`src/kmc_pkg.sv`:
```
// kmc_pkg: shared types, constants and command codes for the k-means block
// no dependencies; imported by every module of the block
`default_nettype none

package kmc_pkg;

  localparam int COORD_WIDTH    = 16;
  localparam int DIM            = 4;
  localparam int MAX_CLUSTERS   = 8;
  localparam int MAX_POINTS_DEF = 256;

  localparam int LBL_W      = $clog2(MAX_CLUSTERS);
  localparam int KW         = 4;
  localparam int ITER_W     = 10;
  localparam int STAT_W     = 2;
  localparam int PT_W       = DIM * COORD_WIDTH;
  localparam int DIST_W     = 2 * COORD_WIDTH + 2;
  localparam int CFG_IDX_W  = 2;
  localparam int CFG_DATA_W = 10;

  localparam logic [2:0] CMD_LOAD       = 3'd0;
  localparam logic [2:0] CMD_SEED       = 3'd1;
  localparam logic [2:0] CMD_RUN        = 3'd2;
  localparam logic [2:0] CMD_READ_LABEL = 3'd3;
  localparam logic [2:0] CMD_READ_CENT  = 3'd4;

  localparam logic [STAT_W-1:0] STAT_OK   = 2'd0;
  localparam logic [STAT_W-1:0] STAT_BAD  = 2'd1;
  localparam logic [STAT_W-1:0] STAT_FULL = 2'd2;

  localparam logic [CFG_IDX_W-1:0] REG_NUM_CLUSTERS = 2'd0;
  localparam logic [CFG_IDX_W-1:0] REG_MAX_ITER     = 2'd1;

  typedef struct packed {
    logic [2:0]         cmd;
    logic signed [15:0] coord_a;
    logic signed [15:0] coord_b;
    logic signed [15:0] coord_c;
    logic signed [15:0] coord_d;
    logic [7:0]         point_index;
    logic [2:0]         cluster_slot;
  } kmc_in_t;

  typedef struct packed {
    logic [1:0]         status;
    logic [2:0]         label;
    logic signed [15:0] cent_a;
    logic signed [15:0] cent_b;
    logic signed [15:0] cent_c;
    logic signed [15:0] cent_d;
    logic               converged;
    logic [9:0]         iterations_done;
    logic               empty_cluster;
  } kmc_out_t;

  typedef struct packed {
    logic clear;
    logic div_start;
    logic seed_we;
  } kmc_ctrl_t;

  typedef struct packed {
    logic busy;
    logic empty;
  } kmc_stat_t;

endpackage

`default_nettype wire

```
`src/kmc_cell.sv`:
```
// kmc_cell: one cluster cell of the distance chain, holding a centroid,
// its member sums and count, and a serial divider for the mean; uses kmc_pkg
`default_nettype none

module kmc_cell import kmc_pkg::*; #(
  parameter int MAX_POINTS = MAX_POINTS_DEF,
  parameter int IDX        = 0
) (
  input  logic                   clk,
  input  logic                   rst_n,
  input  logic                   active,
  input  kmc_ctrl_t              ctrl,
  input  logic [PT_W-1:0]        seed_pt,
  input  logic                   src_vld,
  input  logic [PT_W-1:0]        src_pt,
  input  logic [LBL_W-1:0]       src_cur,
  input  logic [DIST_W-1:0]      src_best,
  input  logic [LBL_W-1:0]       src_lbl,
  output logic                   dst_vld,
  output logic [PT_W-1:0]        dst_pt,
  output logic [LBL_W-1:0]       dst_cur,
  output logic [DIST_W-1:0]      dst_best,
  output logic [LBL_W-1:0]       dst_lbl,
  input  logic                   acc_vld,
  input  logic [LBL_W-1:0]       acc_lbl,
  input  logic [PT_W-1:0]        acc_pt,
  output kmc_stat_t              stat,
  output logic [PT_W-1:0]        cent
);

  localparam int CW    = COORD_WIDTH;
  localparam int SQ_W  = 2 * CW;
  localparam int CNT_W = $clog2(MAX_POINTS + 1);
  localparam int SUM_W = CW + $clog2(MAX_POINTS);
  localparam int DIM_W = (DIM > 1) ? $clog2(DIM) : 1;
  localparam int BIT_W = $clog2(SUM_W + 1);

  logic [CW-1:0]     cent_r [DIM];
  logic [SUM_W-1:0]  sum_r  [DIM];
  logic [CNT_W-1:0]  cnt_r;

  logic [CW:0]       diff   [DIM];
  logic [CW-1:0]     mag    [DIM];
  logic [SQ_W-1:0]   sq_nxt [DIM];
  logic [SQ_W-1:0]   sq_r   [DIM];
  logic              s1_vld_r;
  logic [PT_W-1:0]   s1_pt_r;
  logic [LBL_W-1:0]  s1_cur_r;
  logic [DIST_W-1:0] s1_best_r;
  logic [LBL_W-1:0]  s1_lbl_r;
  logic [DIST_W-1:0] dsum;
  logic              take;

  logic              div_busy_r;
  logic [DIM_W-1:0]  dim_r;
  logic [BIT_W-1:0]  bit_r;
  logic [SUM_W-1:0]  dvd_r;
  logic [CNT_W-1:0]  rem_r;
  logic              neg_r;
  logic [DIM_W-1:0]  ld_sel;
  logic [SUM_W-1:0]  ld_sum;
  logic [SUM_W-1:0]  ld_mag;
  logic [CNT_W:0]    rem_sh;
  logic [CNT_W:0]    rem_sub;
  logic              ge;
  logic [CNT_W-1:0]  rem_nxt;
  logic [SUM_W-1:0]  dvd_nxt;
  logic [SUM_W-1:0]  quo;

  // squared differences per coordinate
  always_comb begin
    for (int d = 0; d < DIM; d++) begin
      diff[d] = {src_pt[d*CW + CW - 1], src_pt[d*CW +: CW]} - {cent_r[d][CW-1], cent_r[d]};
      mag[d] = diff[d][CW] ? CW'(-diff[d]) : diff[d][CW-1:0];
      sq_nxt[d] = SQ_W'(mag[d]) * SQ_W'(mag[d]);
    end
  end

  // distance and nearest-centroid choice, current label wins ties
  always_comb begin
    dsum = '0;
    for (int d = 0; d < DIM; d++) begin
      dsum = dsum + DIST_W'(sq_r[d]);
    end
    if (s1_cur_r == LBL_W'(IDX)) begin
      take = active && (dsum <= s1_best_r);
    end else begin
      take = active && (dsum < s1_best_r);
    end
  end

  always_ff @(posedge clk) begin
    if (!rst_n) begin
      s1_vld_r <= 1'b0;
      dst_vld  <= 1'b0;
    end else begin
      s1_vld_r <= src_vld;
      dst_vld  <= s1_vld_r;
    end
  end

  always_ff @(posedge clk) begin
    for (int d = 0; d < DIM; d++) begin
      sq_r[d] <= sq_nxt[d];
    end
    s1_pt_r   <= src_pt;
    s1_cur_r  <= src_cur;
    s1_best_r <= src_best;
    s1_lbl_r  <= src_lbl;
    dst_pt    <= s1_pt_r;
    dst_cur   <= s1_cur_r;
    dst_best  <= take ? dsum : s1_best_r;
    dst_lbl   <= take ? LBL_W'(IDX) : s1_lbl_r;
  end

  // member sums and count
  always_ff @(posedge clk) begin
    if (!rst_n) begin
      cnt_r <= '0;
    end else if (ctrl.clear) begin
      cnt_r <= '0;
    end else if (acc_vld && acc_lbl == LBL_W'(IDX)) begin
      cnt_r <= cnt_r + 1'b1;
    end
  end

  always_ff @(posedge clk) begin
    if (ctrl.clear) begin
      for (int d = 0; d < DIM; d++) begin
        sum_r[d] <= '0;
      end
    end else if (acc_vld && acc_lbl == LBL_W'(IDX)) begin
      for (int d = 0; d < DIM; d++) begin
        sum_r[d] <= sum_r[d] + SUM_W'($signed(acc_pt[d*CW +: CW]));
      end
    end
  end

  // restoring divider, one quotient bit per cycle, one coordinate at a time
  always_comb begin
    ld_sel  = div_busy_r ? DIM_W'(dim_r + 1'b1) : '0;
    ld_sum  = sum_r[ld_sel];
    ld_mag  = ld_sum[SUM_W-1] ? -ld_sum : ld_sum;
    rem_sh  = {rem_r, dvd_r[SUM_W-1]};
    rem_sub = rem_sh - {1'b0, cnt_r};
    ge      = rem_sh >= {1'b0, cnt_r};
    rem_nxt = ge ? rem_sub[CNT_W-1:0] : rem_sh[CNT_W-1:0];
    dvd_nxt = {dvd_r[SUM_W-2:0], ge};
    quo     = neg_r ? -dvd_nxt : dvd_nxt;
  end

  always_ff @(posedge clk) begin
    if (!rst_n) begin
      div_busy_r <= 1'b0;
      dim_r      <= '0;
      bit_r      <= '0;
    end else if (ctrl.div_start && active && cnt_r != '0) begin
      div_busy_r <= 1'b1;
      dim_r      <= '0;
      bit_r      <= '0;
    end else if (div_busy_r) begin
      if (bit_r == BIT_W'(SUM_W - 1)) begin
        bit_r <= '0;
        if (dim_r == DIM_W'(DIM - 1)) begin
          div_busy_r <= 1'b0;
        end else begin
          dim_r <= dim_r + 1'b1;
        end
      end else begin
        bit_r <= bit_r + 1'b1;
      end
    end
  end

  always_ff @(posedge clk) begin
    if (ctrl.seed_we) begin
      for (int d = 0; d < DIM; d++) begin
        cent_r[d] <= seed_pt[d*CW +: CW];
      end
    end
    if (ctrl.div_start && active && cnt_r != '0) begin
      dvd_r <= ld_mag;
      rem_r <= '0;
      neg_r <= ld_sum[SUM_W-1];
    end else if (div_busy_r) begin
      if (bit_r == BIT_W'(SUM_W - 1)) begin
        cent_r[dim_r] <= quo[CW-1:0];
        dvd_r <= ld_mag;
        rem_r <= '0;
        neg_r <= ld_sum[SUM_W-1];
      end else begin
        dvd_r <= dvd_nxt;
        rem_r <= rem_nxt;
      end
    end
  end

  always_comb begin
    for (int d = 0; d < DIM; d++) begin
      cent[d*CW +: CW] = cent_r[d];
    end
    stat.busy  = div_busy_r;
    stat.empty = (cnt_r == '0);
  end

endmodule

`default_nettype wire

```
`config.mk`:
```
export PLATFORM = sky130hd
export DESIGN_NAME = kmc_cell
export DESIGN_NICKNAME = d
export VERILOG_FILES = /design/src/kmc_pkg.sv /design/src/kmc_cell.sv
export SDC_FILE = /design/constraint.sdc
export NUM_CORES = 2
export LEC_CHECK = 0
export BUFFER_PORTS_ARGS = -buffer_cell sky130_fd_sc_hd__buf_4
export CORE_ASPECT_RATIO = 0.6
export CORE_UTILIZATION = 30
export DETAILED_ROUTE_END_ITERATION = 12
export GPL_ROUTABILITY_DRIVEN = 0
export PLACE_DENSITY = 0.5
export SLEW_MARGIN = 20
export SYNTH_ARGS = -nofsm -noshare
export SYNTH_HDL_FRONTEND = slang
export SYNTH_SLANG_ARGS = --single-unit
```
`constraint.sdc`:
```
create_clock -name clk -period 17.1 [get_ports clk]
set_clock_uncertainty 0.2 [all_clocks]
set_input_delay 3.42 -clock clk [delete_from_list [all_inputs] [get_ports clk]]
set_output_delay 3.42 -clock clk [all_outputs]
set_load 0.005 [all_outputs]
```
## After elaboration in Yosys (flattened, before gate mapping)

Memories as Yosys holds them, arrays and structs flattened.
Index checks and enable logic that the tools add are counted.

| word-level totals | value |
|---|---|
| bits in writable memories | 288 |
| output and inout port bits | 171 |
| register bits after elaboration | 261 |
| word-level logic and storage cells | 108 |
| memories | 3 |

| operators by class | value |
|---|---|
| multiplexer cells | 37 |
| bitwise operators | 6 |
| order comparisons | 3 |
| equality and inequality tests | 2 |
| reduce and logical (&&, ||, !) cells | 15 |
| add/subtract/negate cells | 21 |
| multipliers | 4 |

Memories:

| name | depth | width | rd ports | clocked after memory_dff | write ports | RTL line | source |
|---|---|---|---|---|---|---|---|
| sq_r | 4 | 32 | 4 | 0 | 4 | kmc_cell.sv:45 | `logic [SQ_W-1:0] sq_r [DIM];` |
| sum_r | 4 | 24 | 5 | 0 | 4 | kmc_cell.sv:39 | `logic [SUM_W-1:0] sum_r [DIM];` |
| cent_r | 4 | 16 | 4 | 0 | 5 | kmc_cell.sv:38 | `logic [CW-1:0] cent_r [DIM];` |

Operators with widths:

| cell | count |
|---|---|
| $mux W24 | 8 |
| $mul A16 B16 Y32 | 4 |
| $add A24 B24 Y24 | 4 |
| $mux W16 | 5 |
| $neg A16 Y16 | 5 |
| $sub A16 B16 Y17 | 4 |
| $add A33 B32 Y34 | 1 |
| $add A34 B32 Y34 | 1 |
| $le A34 B34 Y1 | 1 |
| $lt A34 B34 Y1 | 1 |
| $mux W34 | 1 |
| $add A32 B32 Y33 | 1 |
| $neg A24 Y24 | 1 |
| $mux W1 | 19 |
| $mux W9 | 2 |
| $ge A10 B9 Y1 | 1 |
| $add A9 B1 Y9 const B | 1 |
| $logic_not A9 Y1 | 1 |
| $reduce_bool A9 Y1 | 1 |
| $sub A9 B9 Y9 | 1 |
| $logic_not A3 Y1 | 2 |
| $add A5 B1 Y5 const B | 1 |
| $eq A5 B5 Y1 const B | 1 |
| $logic_and A1 B1 Y1 | 5 |
| other kinds (10) | 16 |

## Logic depth before layout (Yosys ltp)

An unclocked memory read counts as a cell.

| depth | value |
|---|---|
| word-level depth | 8 |
| depth in mapped cells | 41 |
| gate-level depth less buffers | 39 |

## Least setup slack after synthesis

Ideal clock, no wire load.

| timing path | value |
|---|---|
| path type | input to register |
| from | in src_pt[16] |
| to | mem sq_r[1][30] (netlist bit) |
| required time | 16.828 ns |
| data arrival time | 12.003 ns |
| cell stages on the path | 37 |
| path slack | 4.825 ns |
| library setup time | 0.072 ns |
| path through | inv_1 > ha_1 > fa_1 > nand2b_1 > a21oi_1 > o21a_1 > o2111ai_1 > a31oi_1 > o21a_1 > clkbuf_1 > nor2_1 > xor2_1 > clkinv_1 > nand2_1 > inv_1 > fa_1 > inv_1 > fa_1 > inv_1 > fa_1 > fa_1 > fa_1 > inv_1 > fa_1 > inv_1 > ha_1 > a21o_1 > a21o_1 > a21o_1 > a21o_1 > a211o_1 > a211oi_1 > o31ai_1 > o41a_1 > a21o_1 > a21oi_1 > xnor2_1 |

RTL lines:

| what | RTL line | source |
|---|---|---|
| start: declaration | kmc_cell.sv:15 | `input logic [PT_W-1:0] src_pt,` |
| end: declaration | kmc_cell.sv:45 |  |

==> results by group <==
Clock network
  • Hold bufs inserted after CTS: 0
  • Total of cells resized after clock tree synthesis: 0
  • Number of buffers added for setup after CTS: 0
  • Clock latency on the worst-skew pair: approximately 0.77 ns
  • Maximum buffer depth of the clock tree: 3
  • Clock slew seen by the registers of the worst setup and hold paths: approximately 0.07 ns
  • TritonCTS clock tree: yes
  • H-tree depth: 2
  • Clock root cell: sky130_fd_sc_hd__clkbuf_16
  • CTS Buf Count: 60
  • Clock sinks: 545

Die
  • Die height: about 340 µm
  • Horizontal die dimension: 565 µm
  • # rows: roughly 120
  • Die area: about 190,000 µm²
  • Number of top-level pins: around 410
  • Placeable core region: about 190,000 µm²
  • Initial cell density of the core: 0.303

Yosys
  • Most common flop cell mapped by yosys: sky130_fd_sc_hd__dfxtp_1
  • Share of synthesized area occupied by flip-flops and latches: 0.224
  • Yosys warns: 0
  • Post-synthesis instance area: between 50,000 and 60,000 µm²
  • Per-instance average area after synthesis: around 9 µm²
  • Synthesis-stage register bit count: approximately 550
  • Synth Instances: around 6.1k
  • Post-synthesis async set-or-reset flop share: 0
  • Distinct cell type count of the synthesized netlist: between 80 and 90
  • Number of synthesized flops with an enable pin: 185

Routing
  • Detailed-route wire length per cell: 20.1 µm
  • DR iter-0 viols: around 3.4k
  • Final ANT Viol Nets: 0
  • Iteration count of the initial detailed-routing pass: 8
  • Routed Wire Length: 183,000 µm
  • Number of design rule violations left after detail routing: 0
  • Via Count: ~43k
  • Average via count per standard cell: around 4.8

Finish
  • Final net count: 8,167
  • Share of cells above drive strength 1: 0.105
  • Commonest non-fill, non-tap cell in the layout: sky130_fd_sc_hd__inv_1
  • Area growth, synth to finish: 15.2%
  • Highest-count cells in the layout ignoring fill and taps: sky130_fd_sc_hd__inv_1, sky130_fd_sc_hd__fa_1, sky130_fd_sc_hd__ha_1, sky130_fd_sc_hd__nor2_1, sky130_fd_sc_hd__nand2_1

Global route
  • Total global-route track usage: 0.191
  • Wire length of the first global-routing pass: 276,000 µm
  • Antenna violations before repair: 11
  • GR Overflow Total: 0
  • Vias in the first global route: 43.5k
  • Maximum number of pins on one net before global-route repair: between 60 and 70

Setup path
  • Worst Path Arrival: about 14 ns
  • CP max-delay cell: sky130_fd_sc_hd__xnor2_1
  • Critical setup path kind: input port to flip-flop
  • Largest driver fanout on the critical path: 9
  • Required time reported for the critical path endpoint: 17.56 ns
  • Category of the worst setup path launch point: input port
  • Dominant cell type by count on the critical path: sky130_fd_sc_hd__fa_1
  • Peak per-stage delay on the critical path: 0.85 ns
  • Worst Setup End Kind: flip-flop

Outcome
  • Outcome: finished clean

Timing
  • Total negative slack: 0 ns
  • Final hold vios: 0
  • Final period utilization: 0.771
  • Max-slew violations: 0
  • Relative slew slack: 0.121
  • Final period demand of the worst path: around 13 ns
  • RSZ-0062 raised after global routing: no
  • Setup violations, final: 0
  • Highest clock frequency the design can meet: roughly 76 MHz
  • Slew @ Worst Pin: ~1.3 ns

Placement
  • # port buffers: between 400 and 500
  • Dpl hpwl: 156,000 µm

Worst hold path
  • Hold/Removal Path Class: flip-flop to flip-flop

Job
  • Max cap viols: 0
[final cells by class]
class / count / area, µm²
antenna: 8 / 20.0
clock buffer: 68 / 1670
clock inverter: 46 / 588
fill: 19400 / 122000
inverter: 1201 / 4510
multi-input combinational: 4287 / 39400
sequential: 545 / 12800
tap: 2500 / 3130
timing repair buffer: 479 / 3600
[cell usage after synthesis (7+ instances only)]
| library cell | count | area (µm²) |
|---|---|---|
| sky130_fd_sc_hd__o31ai_1 | 30 | 225 |
| sky130_fd_sc_hd__xnor2_1 | 224 | 1960 |
| sky130_fd_sc_hd__a31oi_1 | 55 | 344 |
| sky130_fd_sc_hd__nor3b_1 | 17 | 128 |
| sky130_fd_sc_hd__nor2b_1 | 59 | 369 |
| sky130_fd_sc_hd__a211oi_1 | 52 | 390 |
| sky130_fd_sc_hd__mux2_2 | 34 | 383 |
| sky130_fd_sc_hd__and3_1 | 27 | 169 |
| sky130_fd_sc_hd__nor2_1 | 522 | 1960 |
| sky130_fd_sc_hd__buf_1 | 7 | 26.3 |
| sky130_fd_sc_hd__edfxtp_1 | 185 | 5560 |
| sky130_fd_sc_hd__a21o_1 | 121 | 908 |
| sky130_fd_sc_hd__a21oi_1 | 251 | 1260 |
| sky130_fd_sc_hd__clkbuf_1 | 96 | 360 |
| sky130_fd_sc_hd__fa_1 | 722 | 14500 |
| sky130_fd_sc_hd__buf_2 | 11 | 55.1 |
| sky130_fd_sc_hd__ha_1 | 628 | 7860 |
| sky130_fd_sc_hd__nor4_1 | 17 | 106 |
| sky130_fd_sc_hd__nand2b_1 | 71 | 444 |
| sky130_fd_sc_hd__o21a_1 | 54 | 405 |
| sky130_fd_sc_hd__o21bai_1 | 38 | 285 |
| sky130_fd_sc_hd__a21boi_0 | 12 | 90.1 |
| sky130_fd_sc_hd__dfxtp_1 | 360 | 7210 |
| sky130_fd_sc_hd__inv_2 | 13 | 48.8 |
| sky130_fd_sc_hd__nor3_1 | 93 | 465 |
| sky130_fd_sc_hd__o211ai_1 | 16 | 120 |
| sky130_fd_sc_hd__nand3_1 | 54 | 270 |
| sky130_fd_sc_hd__clkinv_1 | 16 | 60.1 |
| sky130_fd_sc_hd__and2_1 | 58 | 363 |
| sky130_fd_sc_hd__nand4_1 | 34 | 213 |
| sky130_fd_sc_hd__or3_1 | 20 | 125 |
| sky130_fd_sc_hd__a2111oi_0 | 11 | 96.3 |
| sky130_fd_sc_hd__xor2_1 | 144 | 1260 |
| sky130_fd_sc_hd__mux2i_1 | 13 | 130 |
| sky130_fd_sc_hd__o41ai_1 | 10 | 87.6 |
| sky130_fd_sc_hd__o21ai_0 | 245 | 1230 |
| sky130_fd_sc_hd__or2_2 | 26 | 163 |
| sky130_fd_sc_hd__inv_1 | 1172 | 4400 |
| sky130_fd_sc_hd__nand2_1 | 508 | 1910 |
| sky130_fd_sc_hd__o2111ai_1 | 9 | 78.8 |
[path summary, 6_finish.rpt]
path	startpoint	end	slack (ns)	cells past startpoint
setup / recovery	src_pt[17]	sq_r[1][30]$_DFF_P_	3.92	33
hold / removal	s1_pt_r[5]$_DFF_P_	dst_pt[5]$_DFF_P_	0.11	0
setup reg to reg	cent_r[1][1]$_DFFE_PP_	sq_r[1][30]$_DFF_P_	6.19	33
hold reg to reg	s1_pt_r[5]$_DFF_P_	dst_pt[5]$_DFF_P_	0.11	0
[logic make-up (layout without fill, tap and decap cells)]
logic type,Yosys count,count (layout),share of synthesized area
AO/OA/AOI/OAI,975,975,0.108
XOR/XNOR,373,373,0.0581
AND/OR/NAND/NOR,1539,1539,0.122
other,2,11,0.000132
buffers and inverters,1317,1794,0.0871
multiplexers,47,47,0.00900
flip-flops,545,545,0.224
adder cells (fa/ha/maj),1350,1350,0.392
[per-layer routing]
metal / part of all wire / track usage / up-vias / wire length [µm]
met2: 0.37 / 0.250 / 1297 / 68400
met4: 0.012 / 0.0259 / 6 / 2170
met3: 0.087 / 0.0485 / 119 / 16000
met5: 0.00022 / 0 / - / 41
met1: 0.53 / 0.309 / 21300 / 96800
li1: - / - / 20700 / -
[state kept, by name (all words and copies together) (netlist names)]
signal	cells
sq_r	124
sum_r	96
cent_r	64
dst_pt	64
s1_pt_r	64
dst_best	34
s1_best_r	34
dvd_r	24
cnt_r	9
rem_r	9
bit_r	5
dst_cur	3
dst_lbl	3
s1_cur_r	3
s1_lbl_r	3
dim_r	2
div_busy_r	1
dst_vld	1
neg_r	1
s1_vld_r	1
[through the flow]
step                hold slack (ns)  instance area (µm²)  instances  utilization  setup slack (ns)
floorplan                     0.110                57000       6149            -              4.83
global placement              0.110                63300       9012        0.337              3.18
detailed placement            0.112                63300       9012        0.337              3.26
CTS                           0.120                65600       9126        0.349              4.07
global route                  0.131                65600       9128        0.349              3.29
finish                        0.109                65600       9134        0.349              3.92
[critical path: cells and delay by family]
family,cells,cell delay (ns)
buffers and inverters,5,0.88
adders and majority gates,8,3.63
AOI/OAI and AO/OA,14,3.52
and+or+nand+nor,3,0.86
xor gates and xnor gates,3,1.32
Power is left out: the tool's default activity adds up to more than one toggle a clock period on the data nets, which glitch-free logic cannot reach.
